===== src/design/wpa_pkg.sv =====
// wpa_pkg: shared types, codes and constants of the windowed period averager
// used by the channel interfaces, the controller, the datapath and the top level
`default_nettype none

package wpa_pkg;

   // default geometry of the sub-accumulator ring
   localparam int DEF_SLOT_BITS = 3;
   localparam int DEF_ACC_WIDTH = 16;

   // field widths of the channels and the csr port
   localparam int CMD_W      = 2;
   localparam int PERIOD_W   = 32;
   localparam int STATUS_W   = 2;
   localparam int MEAN_W     = 16;
   localparam int OUTCOME_W  = 3;
   localparam int SHIFT_W    = 3;
   localparam int TIMER_W    = 8;
   localparam int WIN_W      = 16;
   localparam int CSR_IDX_W  = 3;
   localparam int CSR_DATA_W = 16;

   localparam logic [MEAN_W-1:0]  MEAN_MAX  = 16'hFFFF;
   localparam logic [SHIFT_W-1:0] SHIFT_MAX = 3'h7;

   typedef enum logic [CMD_W-1:0] {
      CMD_SAMPLE     = 2'd0,
      CMD_TICK       = 2'd1,
      CMD_ACK        = 2'd2,
      CMD_CHAN_RESET = 2'd3
   } cmd_type;

   typedef enum logic [STATUS_W-1:0] {
      STS_OK        = 2'd0,
      STS_NOT_READY = 2'd1,
      STS_RANGE     = 2'd2,
      STS_FAULT     = 2'd3
   } status_type;

   typedef enum logic [OUTCOME_W-1:0] {
      OUT_NONE      = 3'd0,
      OUT_ACCUM     = 3'd1,
      OUT_WINDOW    = 3'd2,
      OUT_TOO_LARGE = 3'd3,
      OUT_IGNORED   = 3'd4
   } outcome_type;

   typedef enum logic [CSR_IDX_W-1:0] {
      CSR_SAMPLE_SHIFT    = 3'd0,
      CSR_TIMEOUT_TICKS   = 3'd1,
      CSR_MIN_PERIOD      = 3'd2,
      CSR_MAX_PERIOD      = 3'd3,
      CSR_SHIFT_AFTER_SUM = 3'd4,
      CSR_LIMIT_SIXTEEN   = 3'd5,
      CSR_BYPASS          = 3'd6
   } csr_index_type;

   typedef enum logic [2:0] {
      FSM_IDLE,
      FSM_EXEC,
      FSM_SAMPLE_ADD,
      FSM_SUM,
      FSM_MEAN,
      FSM_TICK_END,
      FSM_FINISH
   } fsm_state_type;

   // controller to datapath
   typedef struct packed {
      logic load_item;
      logic exec;
      logic acc_write;
      logic sum_step;
      logic publish;
      logic close_tick;
      logic load_out;
   } ctl_cmd_type;

   // datapath to controller
   typedef struct packed {
      cmd_type cmd;
      logic    accumulate;
      logic    advance;
      logic    ring_next;
      logic    sum_done;
   } ctl_stat_type;

endpackage

`default_nettype wire


===== src/design/wpa_if.sv =====
// wpa_req_if and wpa_rsp_if: valid/ready channels of the period averager
// depends on wpa_pkg for the field widths
`default_nettype none

interface wpa_req_if;
   import wpa_pkg::*;
   logic                valid;
   logic                ready;
   logic [CMD_W-1:0]    command;
   logic [PERIOD_W-1:0] period;
   logic                capture_valid;

   modport source (output valid, command, period, capture_valid, input ready);
   modport sink   (input valid, command, period, capture_valid, output ready);
endinterface

interface wpa_rsp_if;
   import wpa_pkg::*;
   logic                 valid;
   logic                 ready;
   logic [STATUS_W-1:0]  status;
   logic [MEAN_W-1:0]    mean_value;
   logic [OUTCOME_W-1:0] sample_outcome;
   logic                 running;
   logic                 fault;

   modport source (output valid, status, mean_value, sample_outcome, running, fault,
                   input ready);
   modport sink   (input valid, status, mean_value, sample_outcome, running, fault,
                   output ready);
endinterface

`default_nettype wire


===== src/design/wpa_ctrl.sv =====
// wpa_ctrl: sequencing state machine of the period averager
// depends on wpa_pkg; drives wpa_datapath through ctl_cmd_type
`default_nettype none

module wpa_ctrl (
   input  logic                  clock,
   input  logic                  reset,
   input  logic                  req_valid,
   output logic                  req_ready,
   output logic                  rsp_valid,
   input  logic                  rsp_ready,
   input  wpa_pkg::ctl_stat_type stat,
   output wpa_pkg::ctl_cmd_type  ctl
);
   import wpa_pkg::*;

   fsm_state_type state_ff, state_in;
   logic          rsp_valid_ff, rsp_valid_in;
   logic          out_free;

   // output register is free when empty or being drained this cycle
   assign out_free = !rsp_valid_ff || rsp_ready;

   always_comb begin
      state_in = state_ff;
      unique case (state_ff)
         FSM_IDLE: begin
            if (req_valid) state_in = FSM_EXEC;
         end
         FSM_EXEC: begin
            unique case (stat.cmd)
               CMD_SAMPLE: state_in = stat.accumulate ? FSM_SAMPLE_ADD : FSM_FINISH;
               CMD_TICK: begin
                  if (!stat.advance) state_in = FSM_FINISH;
                  else if (stat.ring_next) state_in = FSM_SUM;
                  else state_in = FSM_TICK_END;
               end
               CMD_ACK, CMD_CHAN_RESET: state_in = FSM_FINISH;
            endcase
         end
         FSM_SAMPLE_ADD: state_in = FSM_FINISH;
         FSM_SUM: begin
            if (stat.sum_done) state_in = FSM_MEAN;
         end
         FSM_MEAN:     state_in = FSM_FINISH;
         FSM_TICK_END: state_in = FSM_FINISH;
         FSM_FINISH: begin
            if (out_free) state_in = FSM_IDLE;
         end
         default: state_in = FSM_IDLE;
      endcase
   end

   always_comb begin
      ctl       = '0;
      req_ready = 1'b0;
      unique case (state_ff)
         FSM_IDLE: begin
            req_ready     = 1'b1;
            ctl.load_item = req_valid;
         end
         FSM_EXEC:       ctl.exec = 1'b1;
         FSM_SAMPLE_ADD: ctl.acc_write = 1'b1;
         FSM_SUM:        ctl.sum_step = 1'b1;
         FSM_MEAN: begin
            ctl.publish    = 1'b1;
            ctl.close_tick = 1'b1;
         end
         FSM_TICK_END:   ctl.close_tick = 1'b1;
         FSM_FINISH:     ctl.load_out = out_free;
         default: ;
      endcase
   end

   always_comb begin
      if (ctl.load_out) rsp_valid_in = 1'b1;
      else if (rsp_ready) rsp_valid_in = 1'b0;
      else rsp_valid_in = rsp_valid_ff;
   end

   always_ff @(posedge clock) begin
      if (reset) begin
         state_ff     <= FSM_IDLE;
         rsp_valid_ff <= 1'b0;
      end else begin
         state_ff     <= state_in;
         rsp_valid_ff <= rsp_valid_in;
      end
   end

   assign rsp_valid = rsp_valid_ff;

endmodule

`default_nettype wire


===== src/design/wpa_datapath.sv =====
// wpa_datapath: csr registers, sub-accumulator memory, slot counters,
// summing walk and result register; depends on wpa_pkg
`default_nettype none

module wpa_datapath #(
   parameter int SLOT_BITS = wpa_pkg::DEF_SLOT_BITS,
   parameter int ACC_WIDTH = wpa_pkg::DEF_ACC_WIDTH
) (
   input  logic                              clock,
   input  logic                              reset,
   input  logic                              csr_we,
   input  logic [wpa_pkg::CSR_IDX_W-1:0]     csr_index,
   input  logic [wpa_pkg::CSR_DATA_W-1:0]    csr_wdata,
   input  logic [wpa_pkg::CMD_W-1:0]         req_command,
   input  logic [wpa_pkg::PERIOD_W-1:0]      req_period,
   input  logic                              req_capture_valid,
   input  wpa_pkg::ctl_cmd_type              ctl,
   output wpa_pkg::ctl_stat_type             stat,
   output logic [wpa_pkg::STATUS_W-1:0]      rsp_status,
   output logic [wpa_pkg::MEAN_W-1:0]        rsp_mean_value,
   output logic [wpa_pkg::OUTCOME_W-1:0]     rsp_sample_outcome,
   output logic                              rsp_running,
   output logic                              rsp_fault
);
   import wpa_pkg::*;

   localparam int IDX_W      = (SLOT_BITS > 0) ? SLOT_BITS : 1;
   localparam int SLOT_COUNT = 1 << SLOT_BITS;
   localparam int WALK_W     = SLOT_BITS + 1;
   localparam logic [PERIOD_W:0]    ACC_LIMIT = (PERIOD_W + 1)'((64'd1 << ACC_WIDTH) - 64'd1);
   localparam logic [IDX_W-1:0]     LAST_IDX  = IDX_W'(SLOT_COUNT - 1);
   localparam logic [WALK_W-1:0]    WALK_END  = WALK_W'(SLOT_COUNT);
   localparam logic [ACC_WIDTH-1:0] MEAN_LIM  = ACC_WIDTH'(MEAN_MAX);

   // csr registers
   logic [SHIFT_W-1:0] shift_ff;
   logic [TIMER_W-1:0] timeout_ff;
   logic [WIN_W-1:0]   min_ff, max_ff;
   logic               after_sum_ff, limit_ff, bypass_ff;

   // latched item
   cmd_type             cmd_ff;
   logic [PERIOD_W-1:0] period_ff;
   logic                cvalid_ff;

   // channel state
   logic [IDX_W-1:0]      slot_idx_ff, slot_idx_in;
   logic [7:0]            left_ff, left_in;
   logic [TIMER_W-1:0]    timer_ff, timer_in;
   logic [MEAN_W-1:0]     held_ff, held_in;
   logic                  cap_en_ff, cap_en_in;
   logic                  block_ready_ff, block_ready_in;
   logic                  ring_ff, ring_in;
   logic                  first_done_ff, first_done_in;
   logic                  fresh_ff, fresh_in;
   logic                  ovf_ff, ovf_in;
   logic                  fault_ff, fault_in;
   logic [SLOT_COUNT-1:0] vld_ff, vld_in;
   logic [WALK_W-1:0]     walk_ff, walk_in;
   logic                  pend_ff, pend_in;
   logic [ACC_WIDTH-1:0]  total_ff, total_in;
   outcome_type           outcome_ff, outcome_in;

   // memory and its registered read port
   logic [ACC_WIDTH-1:0] acc_mem [SLOT_COUNT];
   logic [ACC_WIDTH-1:0] rd_mem_ff;
   logic                 rd_hit_ff;
   logic                 rd_en;
   logic [IDX_W-1:0]     rd_addr;
   logic [ACC_WIDTH-1:0] rd_word, sum_word, term, mean_full;

   // result register
   status_type          status_out_ff;
   logic [MEAN_W-1:0]   mean_out_ff;
   outcome_type         outcome_out_ff;
   logic                running_out_ff, fault_out_ff;

   logic [7:0]   low_ones, slot_samples;
   logic         shift_small, chan_reset, mean_ovf;
   outcome_type  outcome_next;
   status_type   status_now;

   always_ff @(posedge clock) begin
      if (reset) begin
         shift_ff     <= '0;
         timeout_ff   <= '0;
         min_ff       <= '0;
         max_ff       <= MEAN_MAX;
         after_sum_ff <= 1'b0;
         limit_ff     <= 1'b0;
         bypass_ff    <= 1'b0;
      end else if (csr_we) begin
         unique case (csr_index_type'(csr_index))
            CSR_SAMPLE_SHIFT:    shift_ff     <= csr_wdata[SHIFT_W-1:0] & SHIFT_MAX;
            CSR_TIMEOUT_TICKS:   timeout_ff   <= csr_wdata[TIMER_W-1:0];
            CSR_MIN_PERIOD:      min_ff       <= csr_wdata[WIN_W-1:0];
            CSR_MAX_PERIOD:      max_ff       <= csr_wdata[WIN_W-1:0];
            CSR_SHIFT_AFTER_SUM: after_sum_ff <= csr_wdata[0];
            CSR_LIMIT_SIXTEEN:   limit_ff     <= csr_wdata[0];
            CSR_BYPASS:          bypass_ff    <= csr_wdata[0];
            default: ;
         endcase
      end
   end

   always_ff @(posedge clock) begin
      if (ctl.load_item) begin
         cmd_ff    <= cmd_type'(req_command);
         period_ff <= req_period;
         cvalid_ff <= req_capture_valid;
      end
   end

   // slot geometry for the current sample_shift
   assign low_ones     = (8'd1 << shift_ff) - 8'd1;
   assign shift_small  = {1'b0, shift_ff} < 4'(SLOT_BITS);
   assign slot_samples = shift_small ? 8'd1 : (8'd1 << (shift_ff - 3'(SLOT_BITS)));

   logic [IDX_W-1:0] reload_idx;
   assign reload_idx = shift_small ? low_ones[IDX_W-1:0] : LAST_IDX;

   always_comb begin
      if (!cvalid_ff || bypass_ff || !cap_en_ff || block_ready_ff)
         outcome_next = OUT_IGNORED;
      else if ({1'b0, period_ff} > ACC_LIMIT)
         outcome_next = OUT_TOO_LARGE;
      else if (period_ff < {16'd0, min_ff} || period_ff > {16'd0, max_ff})
         outcome_next = OUT_WINDOW;
      else
         outcome_next = OUT_ACCUM;
   end

   assign stat.cmd        = cmd_ff;
   assign stat.accumulate = (cmd_ff == CMD_SAMPLE) && (outcome_next == OUT_ACCUM);
   assign stat.advance    = !bypass_ff && block_ready_ff;
   assign stat.ring_next  = ring_ff || (slot_idx_ff == '0);
   assign stat.sum_done   = (walk_ff == WALK_END) && !pend_ff;

   // memory read: current slot on exec, walk position while summing
   assign rd_en   = ctl.exec || (ctl.sum_step && (walk_ff != WALK_END));
   assign rd_addr = ctl.sum_step ? walk_ff[IDX_W-1:0] : slot_idx_ff;

   always_ff @(posedge clock) begin
      if (rd_en) begin
         rd_mem_ff <= acc_mem[rd_addr];
         rd_hit_ff <= vld_ff[rd_addr];
      end
      if (ctl.acc_write) acc_mem[slot_idx_ff] <= sum_word;
   end

   // an entry cleared since its last write reads as zero
   assign rd_word   = rd_hit_ff ? rd_mem_ff : '0;
   assign sum_word  = rd_word + ACC_WIDTH'(period_ff);
   assign term      = after_sum_ff ? rd_word : (rd_word >> shift_ff);
   assign mean_full = after_sum_ff ? (total_ff >> shift_ff) : total_ff;
   assign mean_ovf  = limit_ff && (mean_full > MEAN_LIM);

   always_comb begin
      slot_idx_in    = slot_idx_ff;
      left_in        = left_ff;
      timer_in       = timer_ff;
      held_in        = held_ff;
      cap_en_in      = cap_en_ff;
      block_ready_in = block_ready_ff;
      ring_in        = ring_ff;
      first_done_in  = first_done_ff;
      fresh_in       = fresh_ff;
      ovf_in         = ovf_ff;
      fault_in       = fault_ff;
      vld_in         = vld_ff;
      walk_in        = walk_ff;
      pend_in        = pend_ff;
      total_in       = total_ff;
      outcome_in     = outcome_ff;
      chan_reset     = 1'b0;

      if (ctl.exec) begin
         outcome_in = OUT_NONE;
         unique case (cmd_ff)
            CMD_SAMPLE: outcome_in = outcome_next;
            CMD_TICK: begin
               if (bypass_ff) begin
                  chan_reset = 1'b1;
                  fault_in   = 1'b0;
                  timer_in   = timeout_ff;
               end else begin
                  cap_en_in = 1'b1;
                  if (!block_ready_ff) begin
                     // data-less tick: run down the timeout
                     if (timeout_ff != '0) begin
                        if (timer_ff != '0) begin
                           timer_in = timer_ff - 8'd1;
                        end else begin
                           chan_reset = 1'b1;
                           fault_in   = 1'b1;
                           timer_in   = timeout_ff;
                        end
                     end
                  end else begin
                     left_in = slot_samples;
                     if (slot_idx_ff == '0) begin
                        slot_idx_in   = reload_idx;
                        first_done_in = 1'b1;
                        ring_in       = 1'b1;
                     end else begin
                        slot_idx_in = slot_idx_ff - IDX_W'(1);
                     end
                     walk_in  = '0;
                     pend_in  = 1'b0;
                     total_in = '0;
                  end
               end
            end
            CMD_ACK:        fresh_in = 1'b0;
            CMD_CHAN_RESET: chan_reset = 1'b1;
         endcase
      end

      if (ctl.acc_write) begin
         vld_in[slot_idx_ff] = 1'b1;
         left_in             = left_ff - 8'd1;
         if (left_ff == 8'd1) block_ready_in = 1'b1;
      end

      if (ctl.sum_step) begin
         if (walk_ff != WALK_END) walk_in = walk_ff + WALK_W'(1);
         pend_in = (walk_ff != WALK_END);
         if (pend_ff) total_in = total_ff + term;
      end

      if (ctl.publish) begin
         ovf_in = mean_ovf;
         if (!mean_ovf) held_in = mean_full[MEAN_W-1:0];
         fresh_in = 1'b1;
      end

      if (ctl.close_tick) begin
         vld_in[slot_idx_ff] = 1'b0;
         block_ready_in      = 1'b0;
         fault_in            = 1'b0;
         timer_in            = timeout_ff;
      end

      if (chan_reset) begin
         vld_in         = '0;
         ring_in        = 1'b0;
         block_ready_in = 1'b0;
         slot_idx_in    = reload_idx;
         left_in        = slot_samples;
      end
   end

   always_ff @(posedge clock) begin
      if (reset) begin
         slot_idx_ff    <= '0;
         left_ff        <= 8'd1;
         timer_ff       <= '0;
         held_ff        <= '0;
         cap_en_ff      <= 1'b0;
         block_ready_ff <= 1'b0;
         ring_ff        <= 1'b0;
         first_done_ff  <= 1'b0;
         fresh_ff       <= 1'b0;
         ovf_ff         <= 1'b0;
         fault_ff       <= 1'b0;
         vld_ff         <= '0;
         walk_ff        <= '0;
         pend_ff        <= 1'b0;
         outcome_ff     <= OUT_NONE;
      end else begin
         slot_idx_ff    <= slot_idx_in;
         left_ff        <= left_in;
         timer_ff       <= timer_in;
         held_ff        <= held_in;
         cap_en_ff      <= cap_en_in;
         block_ready_ff <= block_ready_in;
         ring_ff        <= ring_in;
         first_done_ff  <= first_done_in;
         fresh_ff       <= fresh_in;
         ovf_ff         <= ovf_in;
         fault_ff       <= fault_in;
         vld_ff         <= vld_in;
         walk_ff        <= walk_in;
         pend_ff        <= pend_in;
         outcome_ff     <= outcome_in;
      end
   end

   always_ff @(posedge clock) begin
      total_ff <= total_in;
   end

   always_comb begin
      if (bypass_ff) status_now = STS_OK;
      else if (fault_ff) status_now = STS_FAULT;
      else if (ovf_ff) status_now = STS_RANGE;
      else if (!ring_ff || !fresh_ff) status_now = STS_NOT_READY;
      else status_now = STS_OK;
   end

   always_ff @(posedge clock) begin
      if (ctl.load_out) begin
         status_out_ff  <= status_now;
         mean_out_ff    <= held_ff;
         outcome_out_ff <= outcome_ff;
         running_out_ff <= first_done_ff;
         fault_out_ff   <= fault_ff;
      end
   end

   assign rsp_status         = status_out_ff;
   assign rsp_mean_value     = mean_out_ff;
   assign rsp_sample_outcome = outcome_out_ff;
   assign rsp_running        = running_out_ff;
   assign rsp_fault          = fault_out_ff;

endmodule

`default_nettype wire


===== src/design/windowed_period_average.sv =====
// windowed_period_average: top level of the pressure-sensor period averager
// depends on wpa_pkg, wpa_if, wpa_ctrl and wpa_datapath
//
//  port group   dir   handshake         carries
//  req_ch       in    valid / ready     command, period, capture_valid
//  rsp_ch       out   valid / ready     status, mean_value, sample_outcome, running, fault
//  csr_*        in    csr_we            register index and write data
//
// one item at a time: ack and channel reset go idle, exec, finish; a sample adds an
// add state when it accumulates; a tick that publishes a mean runs a summing walk of the
// single adder over the sub-accumulator memory (one read per cycle), then mean and finish
// a new item is taken while the previous result still waits in the output register
// synchronous reset clears the control state and the entry valid bits; the memory needs no clearing pass
`default_nettype none

module windowed_period_average #(
   parameter int SLOT_BITS = wpa_pkg::DEF_SLOT_BITS,
   parameter int ACC_WIDTH = wpa_pkg::DEF_ACC_WIDTH
) (
   input  logic                           clock,
   input  logic                           reset,
   input  logic                           csr_we,
   input  logic [wpa_pkg::CSR_IDX_W-1:0]  csr_index,
   input  logic [wpa_pkg::CSR_DATA_W-1:0] csr_wdata,
   wpa_req_if.sink                        req_ch,
   wpa_rsp_if.source                      rsp_ch
);
   import wpa_pkg::*;

   ctl_cmd_type  ctl;
   ctl_stat_type stat;

   wpa_ctrl u_ctrl (
      .clock     (clock),
      .reset     (reset),
      .req_valid (req_ch.valid),
      .req_ready (req_ch.ready),
      .rsp_valid (rsp_ch.valid),
      .rsp_ready (rsp_ch.ready),
      .stat      (stat),
      .ctl       (ctl)
   );

   wpa_datapath #(
      .SLOT_BITS (SLOT_BITS),
      .ACC_WIDTH (ACC_WIDTH)
   ) u_datapath (
      .clock              (clock),
      .reset              (reset),
      .csr_we             (csr_we),
      .csr_index          (csr_index),
      .csr_wdata          (csr_wdata),
      .req_command        (req_ch.command),
      .req_period         (req_ch.period),
      .req_capture_valid  (req_ch.capture_valid),
      .ctl                (ctl),
      .stat               (stat),
      .rsp_status         (rsp_ch.status),
      .rsp_mean_value     (rsp_ch.mean_value),
      .rsp_sample_outcome (rsp_ch.sample_outcome),
      .rsp_running        (rsp_ch.running),
      .rsp_fault          (rsp_ch.fault)
   );

endmodule

`default_nettype wire


===== src/flat_wrapper.sv =====
// flat-port wrapper written by rule: the top's interface ports become plain ports
module windowed_period_average_flat import wpa_pkg::*;
#(
   parameter int SLOT_BITS = wpa_pkg::DEF_SLOT_BITS,
   parameter int ACC_WIDTH = wpa_pkg::DEF_ACC_WIDTH
)
  (clock, reset, csr_we, csr_index, csr_wdata, req_ch_valid, req_ch_command, req_ch_period, req_ch_capture_valid, req_ch_ready, rsp_ch_valid, rsp_ch_status, rsp_ch_mean_value, rsp_ch_sample_outcome, rsp_ch_running, rsp_ch_fault, rsp_ch_ready);
  wpa_req_if req_ch_i ();
  wpa_rsp_if rsp_ch_i ();
  input  logic clock;
  input  logic reset;
  input  logic csr_we;
  input  logic [wpa_pkg::CSR_IDX_W-1:0] csr_index;
  input  logic [wpa_pkg::CSR_DATA_W-1:0] csr_wdata;
  input wire logic [$bits(req_ch_i.valid)-1:0] req_ch_valid;
  input wire logic [$bits(req_ch_i.command)-1:0] req_ch_command;
  input wire logic [$bits(req_ch_i.period)-1:0] req_ch_period;
  input wire logic [$bits(req_ch_i.capture_valid)-1:0] req_ch_capture_valid;
  output wire logic [$bits(req_ch_i.ready)-1:0] req_ch_ready;
  output wire logic [$bits(rsp_ch_i.valid)-1:0] rsp_ch_valid;
  output wire logic [$bits(rsp_ch_i.status)-1:0] rsp_ch_status;
  output wire logic [$bits(rsp_ch_i.mean_value)-1:0] rsp_ch_mean_value;
  output wire logic [$bits(rsp_ch_i.sample_outcome)-1:0] rsp_ch_sample_outcome;
  output wire logic [$bits(rsp_ch_i.running)-1:0] rsp_ch_running;
  output wire logic [$bits(rsp_ch_i.fault)-1:0] rsp_ch_fault;
  input wire logic [$bits(rsp_ch_i.ready)-1:0] rsp_ch_ready;
  assign req_ch_i.valid = req_ch_valid;
  assign req_ch_i.command = req_ch_command;
  assign req_ch_i.period = req_ch_period;
  assign req_ch_i.capture_valid = req_ch_capture_valid;
  assign req_ch_ready = req_ch_i.ready;
  assign rsp_ch_valid = rsp_ch_i.valid;
  assign rsp_ch_status = rsp_ch_i.status;
  assign rsp_ch_mean_value = rsp_ch_i.mean_value;
  assign rsp_ch_sample_outcome = rsp_ch_i.sample_outcome;
  assign rsp_ch_running = rsp_ch_i.running;
  assign rsp_ch_fault = rsp_ch_i.fault;
  assign rsp_ch_i.ready = rsp_ch_ready;
  windowed_period_average #(.SLOT_BITS(SLOT_BITS), .ACC_WIDTH(ACC_WIDTH)) u_core (.clock(clock), .reset(reset), .csr_we(csr_we), .csr_index(csr_index), .csr_wdata(csr_wdata), .req_ch(req_ch_i), .rsp_ch(rsp_ch_i));
endmodule

===== config.mk =====
export PLATFORM = sky130hd
export DESIGN_NAME = windowed_period_average_flat
export DESIGN_NICKNAME = d
export VERILOG_FILES = /design/src/design/wpa_pkg.sv /design/src/design/wpa_if.sv /design/src/design/wpa_ctrl.sv /design/src/design/wpa_datapath.sv /design/src/design/windowed_period_average.sv /design/src/flat_wrapper.sv
export SDC_FILE = /design/constraint.sdc
export NUM_CORES = 1
export LEC_CHECK = 0
export BUFFER_PORTS_ARGS = -buffer_cell sky130_fd_sc_hd__buf_2
export CORE_ASPECT_RATIO = 0.6
export CORE_MARGIN = 3
export CORE_UTILIZATION = 65
export CTS_CLUSTER_SIZE = 12
export DETAILED_ROUTE_END_ITERATION = 7
export PLACE_DENSITY = 0.82
export SYNTH_ARGS = -nofsm -noshare
export SYNTH_HDL_FRONTEND = slang
export SYNTH_HIERARCHICAL = 1
export SYNTH_SLANG_ARGS = --single-unit

===== constraint.sdc =====
create_clock -name clock -period 8.3 [get_ports clock]
set_clock_uncertainty 0.05 [all_clocks]
set_input_delay 0.415 -clock clock [delete_from_list [all_inputs] [get_ports clock]]
set_output_delay 0.415 -clock clock [all_outputs]
set_load 0.02 [all_outputs]

# Yosys cells after proc, flatten, opt, wreduce, memory -nomap -nowiden
# Memories as Yosys holds them, arrays and structs flattened. A register that Yosys moved wholly into a read port is not among the register bits.
# Cells that the tools add are included.
# Widths: inputs -> output; s select.
[word_totals]
ram_bits = 128
mem_bits_ro = 0
mem_count = 1
reg_bits = 183
word_cells = 243
in_bits = 59
output_inout_bits = 25
latch_bits = 0
[classes]
eq_ne = 28
n_addsub = 8
multipliers = 0
magnitude_cmp = 8
n_reduce_logical = 67
div_mod_pow = 0
n_bitwise = 5
shift = 4
muxes = 88
[memory_table]
columns = ["name", "words", "width", "rd", "rd_ports_with_merged_regs", "wr", "line", "text"]
rows = [
  ["u_core.u_datapath.acc_mem", 8, 16, 1, 1, 1, "wpa_datapath.sv:65", "logic [ACC_WIDTH-1:0] acc_mem [SLOT_COUNT];"],
]
[op_table]
columns = ["op", "n"]
rows = [
  ["$mux 16", 9],
  ["$mux 8", 16],
  ["$mux 3", 16],
  ["$add 16x16->16", 2],
  ["$gt 32x16->1", 1],
  ["$gt 32x16->1 const B", 1],
  ["$lt 32x16->1", 1],
  ["$mux 1", 32],
  ["$shr 16x3->16", 2],
  ["$mux 4", 6],
  ["$reduce_bool 2->1", 12],
  ["$reduce_and 2->1", 10],
  ["$eq 3x3->1 const B", 6],
  ["$gt 16x16->1 const B", 1],
  ["$reduce_and 4->1", 4],
  ["$reduce_bool 8->1", 2],
  ["$sub 8x1->8 const B", 2],
  ["$pmux 3 s5", 1],
  ["$eq 3x2->1 const B", 4],
  ["$reduce_bool 3->1", 4],
  ["$ne 2x2->1 const B", 5],
  ["$reduce_and 5->1", 2],
  ["$eq 3x1->1 const B", 3],
  ["$logic_not 3->1", 3],
  ["other kinds (32)", 63],
]

# Depth between registers and ports, before layout
# Gate-level depths: netlist of the first run.
[logic_depth]
word_depth = 10
mapped_depth = 17
depth_no_buf = 15

# Modules after synthesis
# The synthesis of the first run kept the hierarchy.
[modules_own_cells]
columns = ["mod", "n_inst", "area_per_inst_um2", "seq_area_each_um2", "cells_each"]
rows = [
  ["wpa_datapath", 1, 15519.9, 8458.1, 1358],
  ["wpa_ctrl", 1, 364.1, 80.1, 43],
]

# Least setup slack after synthesis of the first run
# No wires, ideal clock.
[synth_path]
path_type = "flip-flop to flip-flop"
from = "register u_core.u_datapath.shift_ff[0]"
to = "register u_core.u_datapath.total_ff[12]"
path_stages_with_launch = 14
slack_ns = 5.028
t_arrival_ns = 3.097
synth_period_minus_slack_ns = 3.272
setup_ns = 0.125
required_time_ns = 8.125
cell_sequence = "dfxtp_1 > buf_2 > mux4_2 > and3_1 > o31a_1 > ha_1 > fa_1 > a211o_1 > o211ai_1 > a21oi_1 > o21ai_0 > nand2b_1 > xnor2_1 > o21ai_1"
[synth_via]
elab_chain_cells = 5
[synth_lines]
columns = ["element", "line", "text"]
rows = [
  ["start, declared", "wpa_datapath.sv:36", "logic [SHIFT_W-1:0] shift_ff;"],
  ["start signal, assigned", "wpa_datapath.sv:94", "CSR_SAMPLE_SHIFT: shift_ff <= csr_wdata[SHIFT_W-1:0] & SHIFT_MAX;"],
  ["$shr 16x3->16", "wpa_datapath.sv:154", "assign term = after_sum_ff ? rd_word : (rd_word >> shift_ff);"],
  ["$mux 16", "wpa_datapath.sv:154", ""],
  ["$add 16x16->16", "wpa_datapath.sv:228", "if (pend_ff) total_in = total_ff + term;"],
  ["$mux 16", "wpa_datapath.sv:228", ""],
  ["$mux 16", "wpa_datapath.sv:225", "if (ctl.sum_step) begin"],
  ["via u_core.u_datapath.total_in[12]", "wpa_datapath.sv:61", "logic [ACC_WIDTH-1:0] total_ff, total_in;"],
  ["end signal, assigned", "wpa_datapath.sv:290", "total_ff <= total_in;"],
  ["end, declared", "wpa_datapath.sv:61", ""],
]
# The timed path passes the listed nets, and every way through them passes these cells.
# A chain may end at the register's enable or synchronous reset.

# Worst setup path in the final report of the first run
[layout_path]
from = "register u_core.u_datapath.rd_hit_ff"
to = "register u_core.u_datapath.total_ff[15]"
[layout_via]
elab_chain_cells = 6
[layout_lines]
columns = ["element", "line", "text"]
rows = [
  ["start, declared", "wpa_datapath.sv:67", "logic rd_hit_ff;"],
  ["start signal, assigned", "wpa_datapath.sv:146", "rd_hit_ff <= vld_ff[rd_addr];"],
  ["$mux 16 *", "wpa_datapath.sv:152", "assign rd_word = rd_hit_ff ? rd_mem_ff : '0;"],
  ["$shr 16x3->16", "wpa_datapath.sv:154", ""],
  ["$mux 16 *", "wpa_datapath.sv:154", ""],
  ["$add 16x16->16 *", "wpa_datapath.sv:228", ""],
  ["$mux 16 *", "wpa_datapath.sv:228", ""],
  ["$mux 16 *", "wpa_datapath.sv:225", ""],
  ["via u_core.u_datapath.total_in[15]", "wpa_datapath.sv:61", ""],
]
# Mark *: on every way through the listed nets, which the timed path passes. The rest lies on a longest branch.

==> key figures, run 1 <==
Detailed routing
  • Total via count after detailed routing: 11500
  • Routed length per instance: 20.7 um
  • Residual DRC: 0
  • Routed wire length: 38100 um
  • Detailed-routing iteration count for the pre-antenna-repair pass: 6
  • Number of routed nets with antenna violations: 0
  • Number of DRC violations after detailed-routing iteration 0: 1444
  • Avg Vias per Cell: 6.23

Yosys
  • Post-synthesis average cell area: 11.3 um^2
  • Cell area after synthesis: 0.0159 mm^2
  • Register bit count reported by yosys: 325
  • Proportion of synthesized chip area in sequential cells: 0.538
  • Most frequently used flop master after synthesis: edfxtp_1
  • Total of warnings raised by yosys: 6
  • FFs w/ async S/R, synth: 0
  • Synth cell types: 78
  • Number of synthesized flops with an enable pin: 203
  • Cell type contributing the most total cell area after synthesis: edfxtp_1
  • Share of Yosys cell area claimed by the top area cell type: 0.384
  • Cell count after synthesis: 1401
  • Synthesized net count: 1532
  • Top cells by area, synth: edfxtp_1 (38%), dfxtp_1 (15%), mux4_2 (5.5%)

Placed design
  • GP Congestion: 0.951
  • Count of input and output buffers: 83
  • Placed wire-length estimate: 25600 um
  • DP Cell Count: 1753

Job
  • MaxCap Viol Count: 0

Timing
  • Worst slew margin relative to its limit: 0.190
  • Max-slew violation count: 0
  • Final total negative setup slack: 0 ns
  • Final Hold Slack: 0.0284 ns
  • Worst Tran Pin Value: 1.21 ns
  • Crit path time final: 4.05 ns
  • Setup repair after global routing missed its margin: no
  • Total of endpoints with negative setup slack in the final report: 0
  • Highest attainable clock frequency: 247 MHz
  • Final-report hold violation count: 0
  • Period Utilization, post-route: 0.488

Pwr
  • Sw Share: 0.325
  • Power density relative to cell area: 274 mW/mm^2
  • Share of power burned in the clock network: 0.262
  • Power share of the combinational group: 0.272
  • Maximum resistive drop on vdd: 0.000204 V
  • Internal power component: 3.29 mW
  • Switching power: 1.58 mW
  • Relative contribution of sequential cells to total power: 0.466
  • Leak pwr: 6.72 nW

Hold path
  • Class of the tightest hold or removal check: input port to flip-flop

Worst setup path
  • Delay of the slowest critical-path stage: 0.93 ns
  • Category of the worst setup path launch point: flip-flop
  • Worst endpoint required time: 8.73 ns
  • Worst setup path class: flip-flop to flip-flop
  • Cell with the biggest individual delay on the critical path: edfxtp_1
  • Crit path cell chain: nand2_1, mux4_2, nor2_1, a31oi_1, o21ai_0, ha_1, o211a_1, a211oi_1, a21oi_1, a21oi_1, o2111ai_1, o311ai_1, mux2i_1
  • Cell repeated most along the worst path: a21oi_1
  • Family with the most delay on the worst path: compound AO/OA/AOI/OAI gates
  • Maximum fanout encountered on the critical timing path: 28
  • Data arrival time of the critical path: 4.48 ns
  • Buf/Inv on CP: 0
  • Setup crit end kind: flip-flop

Global route
  • Global router's overall resource usage: 0.289
  • Grt ovf: 0
  • Via count of the first global-routing pass: 10900
  • Maximum number of pins on one net before global-route repair: 107
  • Initial antenna violation count: 0
  • Wire length of the first global-routing pass: 60500 um

Finish
  • Layout filler cell count: 1536
  • Antenna diode instance count: 0
  • Share of final-layout standard cells stronger than drive strength 1: 0.151
  • Count of nets after finishing: 1636
  • Relative area change from synthesis to final layout: 12.0%
  • Layout Cells excl Fill: 1842

Floorplan
  • Num ports: 84
  • Standard cell core area: 0.0236 mm^2
  • Die Wd: 208 um
  • Num rows: 43
  • Total Die Area: 0.0264 mm^2
  • Die height: 127 um
  • Initial core utilization: 0.674

Clock tree
  • Clock Path Buffers: 3
  • Setup Fix Bufs, Post-CTS: 0
  • H-tree levels: 1
  • TritonCTS clock tree: built
  • Number of clock buffers inserted by TritonCTS: 31
  • Clock-pin slew on the worst setup and hold paths: 0.06 ns
  • CTS Root Cell: clkbuf_16
  • Insertion delay to the later sink of the worst-skew pair: 0.56 ns
  • Total number of clock tree sinks: 325

Outcome
  • Run status: finished, final reports clean
## final cells by class
class / count / area, um^2 / share of cell area
clock buffer: 54 / 873 / 0.0491
clock inverter: 1 / 3.75 / 0.000211
inverter: 71 / 267 / 0.0150
multi-input combinational: 938 / 6800 / 0.382
sequential: 325 / 8540 / 0.480
tap: 315 / 394 / 0.0221
timing repair buffer: 138 / 913 / 0.0513
## timing repair
item / in CTS / in global routing
hold buffers: 33 / 1
endpoints found under the hold margin: 33 / 1
resized for setup: 0 / 0
## per-layer routing
metal / up-vias / GRT usage / wire length, um
met3: 63 / 0.0883 / 4270
met2: 543 / 0.433 / 16300
met1: 5506 / 0.428 / 16800
li1: 5371 / - / -
met4: 0 / 0.0479 / 694
met5: - / 0 / 0
## state kept, by name, indices dropped and copies added, names as in the netlist, 2 cells and up
register,cells
u_core/u_datapath/acc_mem,128
u_core/u_datapath/period_ff,32
u_core/u_datapath/held_ff,16
u_core/u_datapath/max_ff,16
u_core/u_datapath/min_ff,16
u_core/u_datapath/rd_mem_ff,16
u_core/u_datapath/rsp_mean_value,16
u_core/u_datapath/total_ff,16
u_core/u_datapath/left_ff,8
u_core/u_datapath/timeout_ff,8
u_core/u_datapath/timer_ff,8
u_core/u_datapath/vld_ff,8
u_core/u_datapath/walk_ff,4
u_core/u_ctrl/state_ff,3
u_core/u_datapath/outcome_ff,3
u_core/u_datapath/rsp_sample_outcome,3
u_core/u_datapath/shift_ff,3
u_core/u_datapath/slot_idx_ff,3
u_core/u_datapath/cmd_ff,2
u_core/u_datapath/rsp_status,2
## path summary, 6_finish.rpt
| kind | slack [ns] | cells past startpoint | endpoint | from |
|---|---|---|---|---|
| worst max-delay path | 4.25 | 13 | u_core/u_datapath/total_ff[15] | u_core/u_datapath/rd_hit_ff |
| worst min-delay path | 0.03 | 1 | u_core/u_datapath/period_ff[12] | req_ch_period[12] |
| worst max register to register | 4.25 | 13 | u_core/u_datapath/total_ff[15] | u_core/u_datapath/rd_hit_ff |
| worst min register to register | 0.38 | 0 | u_core/u_datapath/rsp_mean_value[0] | u_core/u_datapath/held_ff[0] |
## Yosys cell counts (13+ instances only)
cell,count
edfxtp_1,203
nand2b_1,20
mux2_2,25
xnor2_1,14
o21ai_0,62
ha_1,70
nor2_1,114
mux4_2,39
a211oi_1,17
mux2i_1,55
a21oi_1,90
nand2_1,153
nand3b_1,22
inv_1,71
buf_2,13
nor2b_1,15
nand3_1,22
xor2_1,13
dfxtp_1,122
a21o_1,19
clkbuf_1,43
nor3_1,21
## through the flow
stage / util / worst slack [ns] / instance area [um^2] / total power, mW
after floorplan: - / 5.03 / 15900 / 3.18
after global placement: 0.704 / 4.49 / 16600 / 3.52
after detailed placement: 0.704 / 4.41 / 16600 / 3.56
after CTS: 0.755 / 4.38 / 17800 / 4.85
after global routing: 0.755 / 4.01 / 17800 / 5.11
final: 0.755 / 4.25 / 17800 / 4.87
## kinds of logic (layout without fill, tap and decap cells)
kind of cell | Yosys count | count (layout) | share of synthesized area
XOR/XNOR | 27 | 27 | 0.0149
adder cells (fa/ha/maj) | 72 | 72 | 0.0577
buffers and inverters | 138 | 264 | 0.0362
AO/OA/AOI/OAI | 289 | 289 | 0.115
multiplexers | 120 | 120 | 0.109
flip-flops | 325 | 325 | 0.538
AND/OR/NAND/NOR | 430 | 430 | 0.130
## power groups by stage
stage	clock [mW]	sequential (mW)	combinational (mW)
2_1_floorplan	0	2.20	0.981
3_3_place_gp	0	2.28	1.23
3_5_place_dp	0	2.29	1.28
4_1_cts	1.29	2.26	1.30
5_1_grt	1.37	2.28	1.46
6_report	1.27	2.27	1.33
## cell usage in the layout, fill, tap and decap left out, drive strengths merged, types with 8 or more instances in the layout
cell type and instances:
edfxtp 203, a21o 19, mux2 25, dlygate4sd3 34, nor3 23, a31oi 10, mux4 39, nand3b 23
o21ai 71, dfxtp 122, nor2b 16, clkbuf 54, nand2 154, nor4 11, a21oi 91, inv 71
nand2b 20, nand4 11, o21a 8, and2 9, nand3 22, ha 70, a211oi 17, mux2i 56
buf 104, xor2 13, nor2 115, xnor2 14
(Power assumes the default switching activity.)
==> run 2, diff against run 1 <==
--- a/config.mk
+++ b/config.mk
@@ -8,10 +8,10 @@
 export BUFFER_PORTS_ARGS = -buffer_cell sky130_fd_sc_hd__buf_2
 export CORE_ASPECT_RATIO = 0.6
 export CORE_MARGIN = 3
-export CORE_UTILIZATION = 65
+export CORE_UTILIZATION = 56
 export CTS_CLUSTER_SIZE = 12
 export DETAILED_ROUTE_END_ITERATION = 7
-export PLACE_DENSITY = 0.82
+export PLACE_DENSITY = 0.75
 export SYNTH_ARGS = -nofsm -noshare
 export SYNTH_HDL_FRONTEND = slang
 export SYNTH_HIERARCHICAL = 1
==> constraint.sdc (replaced) <==
create_clock -name clock -period 3.25 [get_ports clock]
set_clock_uncertainty 0.05 [all_clocks]
set_input_delay 0.1625 -clock clock [delete_from_list [all_inputs] [get_ports clock]]
set_output_delay 0.1625 -clock clock [all_outputs]
set_load 0.02 [all_outputs]
==> run 2 against run 1 <==
The run now ends with negative setup slack left. Hold slack improved by 0.0067 ns. Flip-flop and latch count unchanged. Die area increased by 15%. Critical endpoint unchanged. Via count increased by 4.4%. Global-route usage decreased by 2.0 points. First-iteration DRC count decreased by 17%. Sequential share of layout area decreased by 3.5 points. Critical path type unchanged. Utilization decreased by 6.4 points. Worst setup slack got worse by 4.3 ns.
==> key figures, run 2 (same netlist as run 1, synthesis figures left out) <==
Finish
  • Share of final-layout standard cells stronger than drive strength 1: 0.230
  • Relative area change from synthesis to final layout: 20.8%
  • Biggest regs: u_core/u_datapath/acc_mem: 128 flops, u_core/u_datapath/period_ff: 32 flops
  • Flip-flop count of the largest register, all copies and words added: 128
  • Largest Register: u_core/u_datapath/acc_mem
  • Leading cell type in the layout, fill and taps excluded: edfxtp_1
  • Antenna diode instance count: 0
  • Leading cell types in the layout, fill and taps excluded: edfxtp_1 (203), nand2_1 (151), dfxtp_1 (119)
  • Count of nets after finishing: 1753
  • Utilization after layout: 0.691

Timing
  • Max-slew violation count: 0
  • Setup repair after global routing missed its margin: yes
  • Period Utilization, post-route: 1.03
  • Final-report hold violation count: 0
  • Smallest setup slack after layout: -0.0855 ns
  • Crit path time final: 3.34 ns
  • Total of endpoints with negative setup slack in the final report: 2
  • Final Hold Slack: 0.0351 ns
  • Worst slew margin relative to its limit: 0.356
  • Worst Tran Pin Value: 0.966 ns
  • Highest attainable clock frequency: 300 MHz

Pwr
  • Total Power: 13.6 mW
  • Power density relative to cell area: 709 mW/mm^2
  • Sw Share: 0.326
  • Internal power component: 9.16 mW
  • Leak pwr: 7.40 nW
  • Switching power: 4.44 mW
  • Maximum resistive drop on vdd: 0.000527 V
  • Power share of the combinational group: 0.318
  • Share of power burned in the clock network: 0.262
  • Relative contribution of sequential cells to total power: 0.420

Worst setup path
  • Worst setup path class: flip-flop to flip-flop
  • Worst endpoint required time: 3.59 ns
  • Data arrival time of the critical path: 3.67 ns
  • Setup crit end kind: flip-flop
  • Category of the worst setup path launch point: flip-flop
  • Maximum fanout encountered on the critical timing path: 5

Clock tree
  • H-tree levels: 2
  • Insertion delay to the later sink of the worst-skew pair: 0.52 ns
  • Number of clock buffers inserted by TritonCTS: 34
  • Total number of clock tree sinks: 325
  • Clock Path Buffers: 3
  • TritonCTS clock tree: built
  • Clock-pin slew on the worst setup and hold paths: 0.06 ns
  • CTS Root Cell: clkbuf_16

Outcome
  • Run status: finished with violations
  • Failing checks: negative setup slack

Global route
  • Via count of the first global-routing pass: 11400
  • Maximum number of pins on one net before global-route repair: 53
  • Wire length of the first global-routing pass: 63300 um
  • Grt ovf: 0
  • Initial antenna violation count: 3
  • Global router's overall resource usage: 0.269

Floorplan
  • Total Die Area: 0.0305 mm^2
  • Num ports: 84
  • Die Wd: 223 um
  • Standard cell core area: 0.0278 mm^2
  • Die height: 136 um
  • Initial core utilization: 0.572
  • Num rows: 47

Job
  • MaxCap Viol Count: 0

Detailed routing
  • Routed wire length: 41800 um
  • Number of routed nets with antenna violations: 0
  • Residual DRC: 0
  • Avg Vias per Cell: 5.97
  • Number of DRC violations after detailed-routing iteration 0: 1203
  • Detailed-routing iteration count for the pre-antenna-repair pass: 8
  • Routed length per instance: 20.8 um
  • Total via count after detailed routing: 12000

Placed design
  • Placed wire-length estimate: 28500 um
  • GP Congestion: 0.914
  • Count of input and output buffers: 83

Hold path
  • Class of the tightest hold or removal check: input port to flip-flop
## run 2: power groups by stage
stage / Clock [mW] / Sequential [mW] / Combinational, mW
after floorplan: 0 / 5.61 / 2.51
after global placement: 0 / 5.76 / 3.74
after detailed placement: 0 / 5.77 / 3.84
after CTS: 3.63 / 5.68 / 3.98
after global routing: 3.82 / 5.74 / 4.71
final: 3.57 / 5.71 / 4.32
## run 2: path summary, 6_finish.rpt
path	start	end	slack, ns	cells after the start
worst min-delay path	rsp_ch_ready	u_core/u_ctrl/rsp_valid	0.04	3
worst max register to register	u_core/u_datapath/rd_hit_ff	u_core/u_datapath/total_ff[15]	-0.09	19
worst min register to register	u_core/u_datapath/held_ff[0]	u_core/u_datapath/rsp_mean_value[0]	0.38	0
worst max-delay path	u_core/u_datapath/rd_hit_ff	u_core/u_datapath/total_ff[15]	-0.09	19
## run 2: area by class of cell
cell class                 count  area [um^2]
fill                        2023         8570
sequential                   325         8540
multi-input combinational    938         7050
timing repair buffer         252         1890
clock buffer                  52          950
tap                          367          459
inverter                      71          267
clock inverter                 4         27.5
## run 2: metrics by stage
stage	instance area, um^2	setup TNS, ns	cells	setup slack (ns)
after floorplan	15900	0	1401	0.00489
after global placement	17300	-0.389	1888	-0.0394
after detailed placement	17300	-2.15	1888	-0.139
after CTS	18900	0	1998	0.00730
after global routing	19200	-0.727	2009	-0.267
final	19200	-0.0971	2009	-0.0855
## run 2: per-layer routing
metal  vias to the layer above  global-route usage  routed length [um]  share of wire
li1                       5588                   -                   -              -
met1                      5836               0.406               19500           0.47
met2                       491               0.385               17400           0.42
met3                        68              0.0755                4150          0.099
met4                         4              0.0632                 725          0.017
met5                         -                   0                  23        0.00055
## run 2: repair_timing
action / in CTS / in global routing
pin swaps: 1 / 30
setup endpoints to repair: 31 / 58
buffers inserted: 2 / 11
hold buffers: 52 / 0
gates resized for setup: 7 / 63
endpoints found under the hold margin: 81 / 0
## run 2: worst max-delay path: stages (launching register included)
cell and delay (ns):
edfxtp_1 0.42, buf_6 0.16, buf_4 0.13, nand2_2 0.08, buf_4 0.12, o21ai_0 0.06
buf_4 0.14, o21a_1 0.21, nor2_2 0.11, a21oi_1 0.05, nor2_1 0.10, a21oi_1 0.06
ha_1 0.32, o21ai_0 0.09, nand2b_1 0.15, and3_4 0.23, nand4_1 0.19, o2111ai_2 0.25
o311ai_2 0.14, mux2i_1 0.14
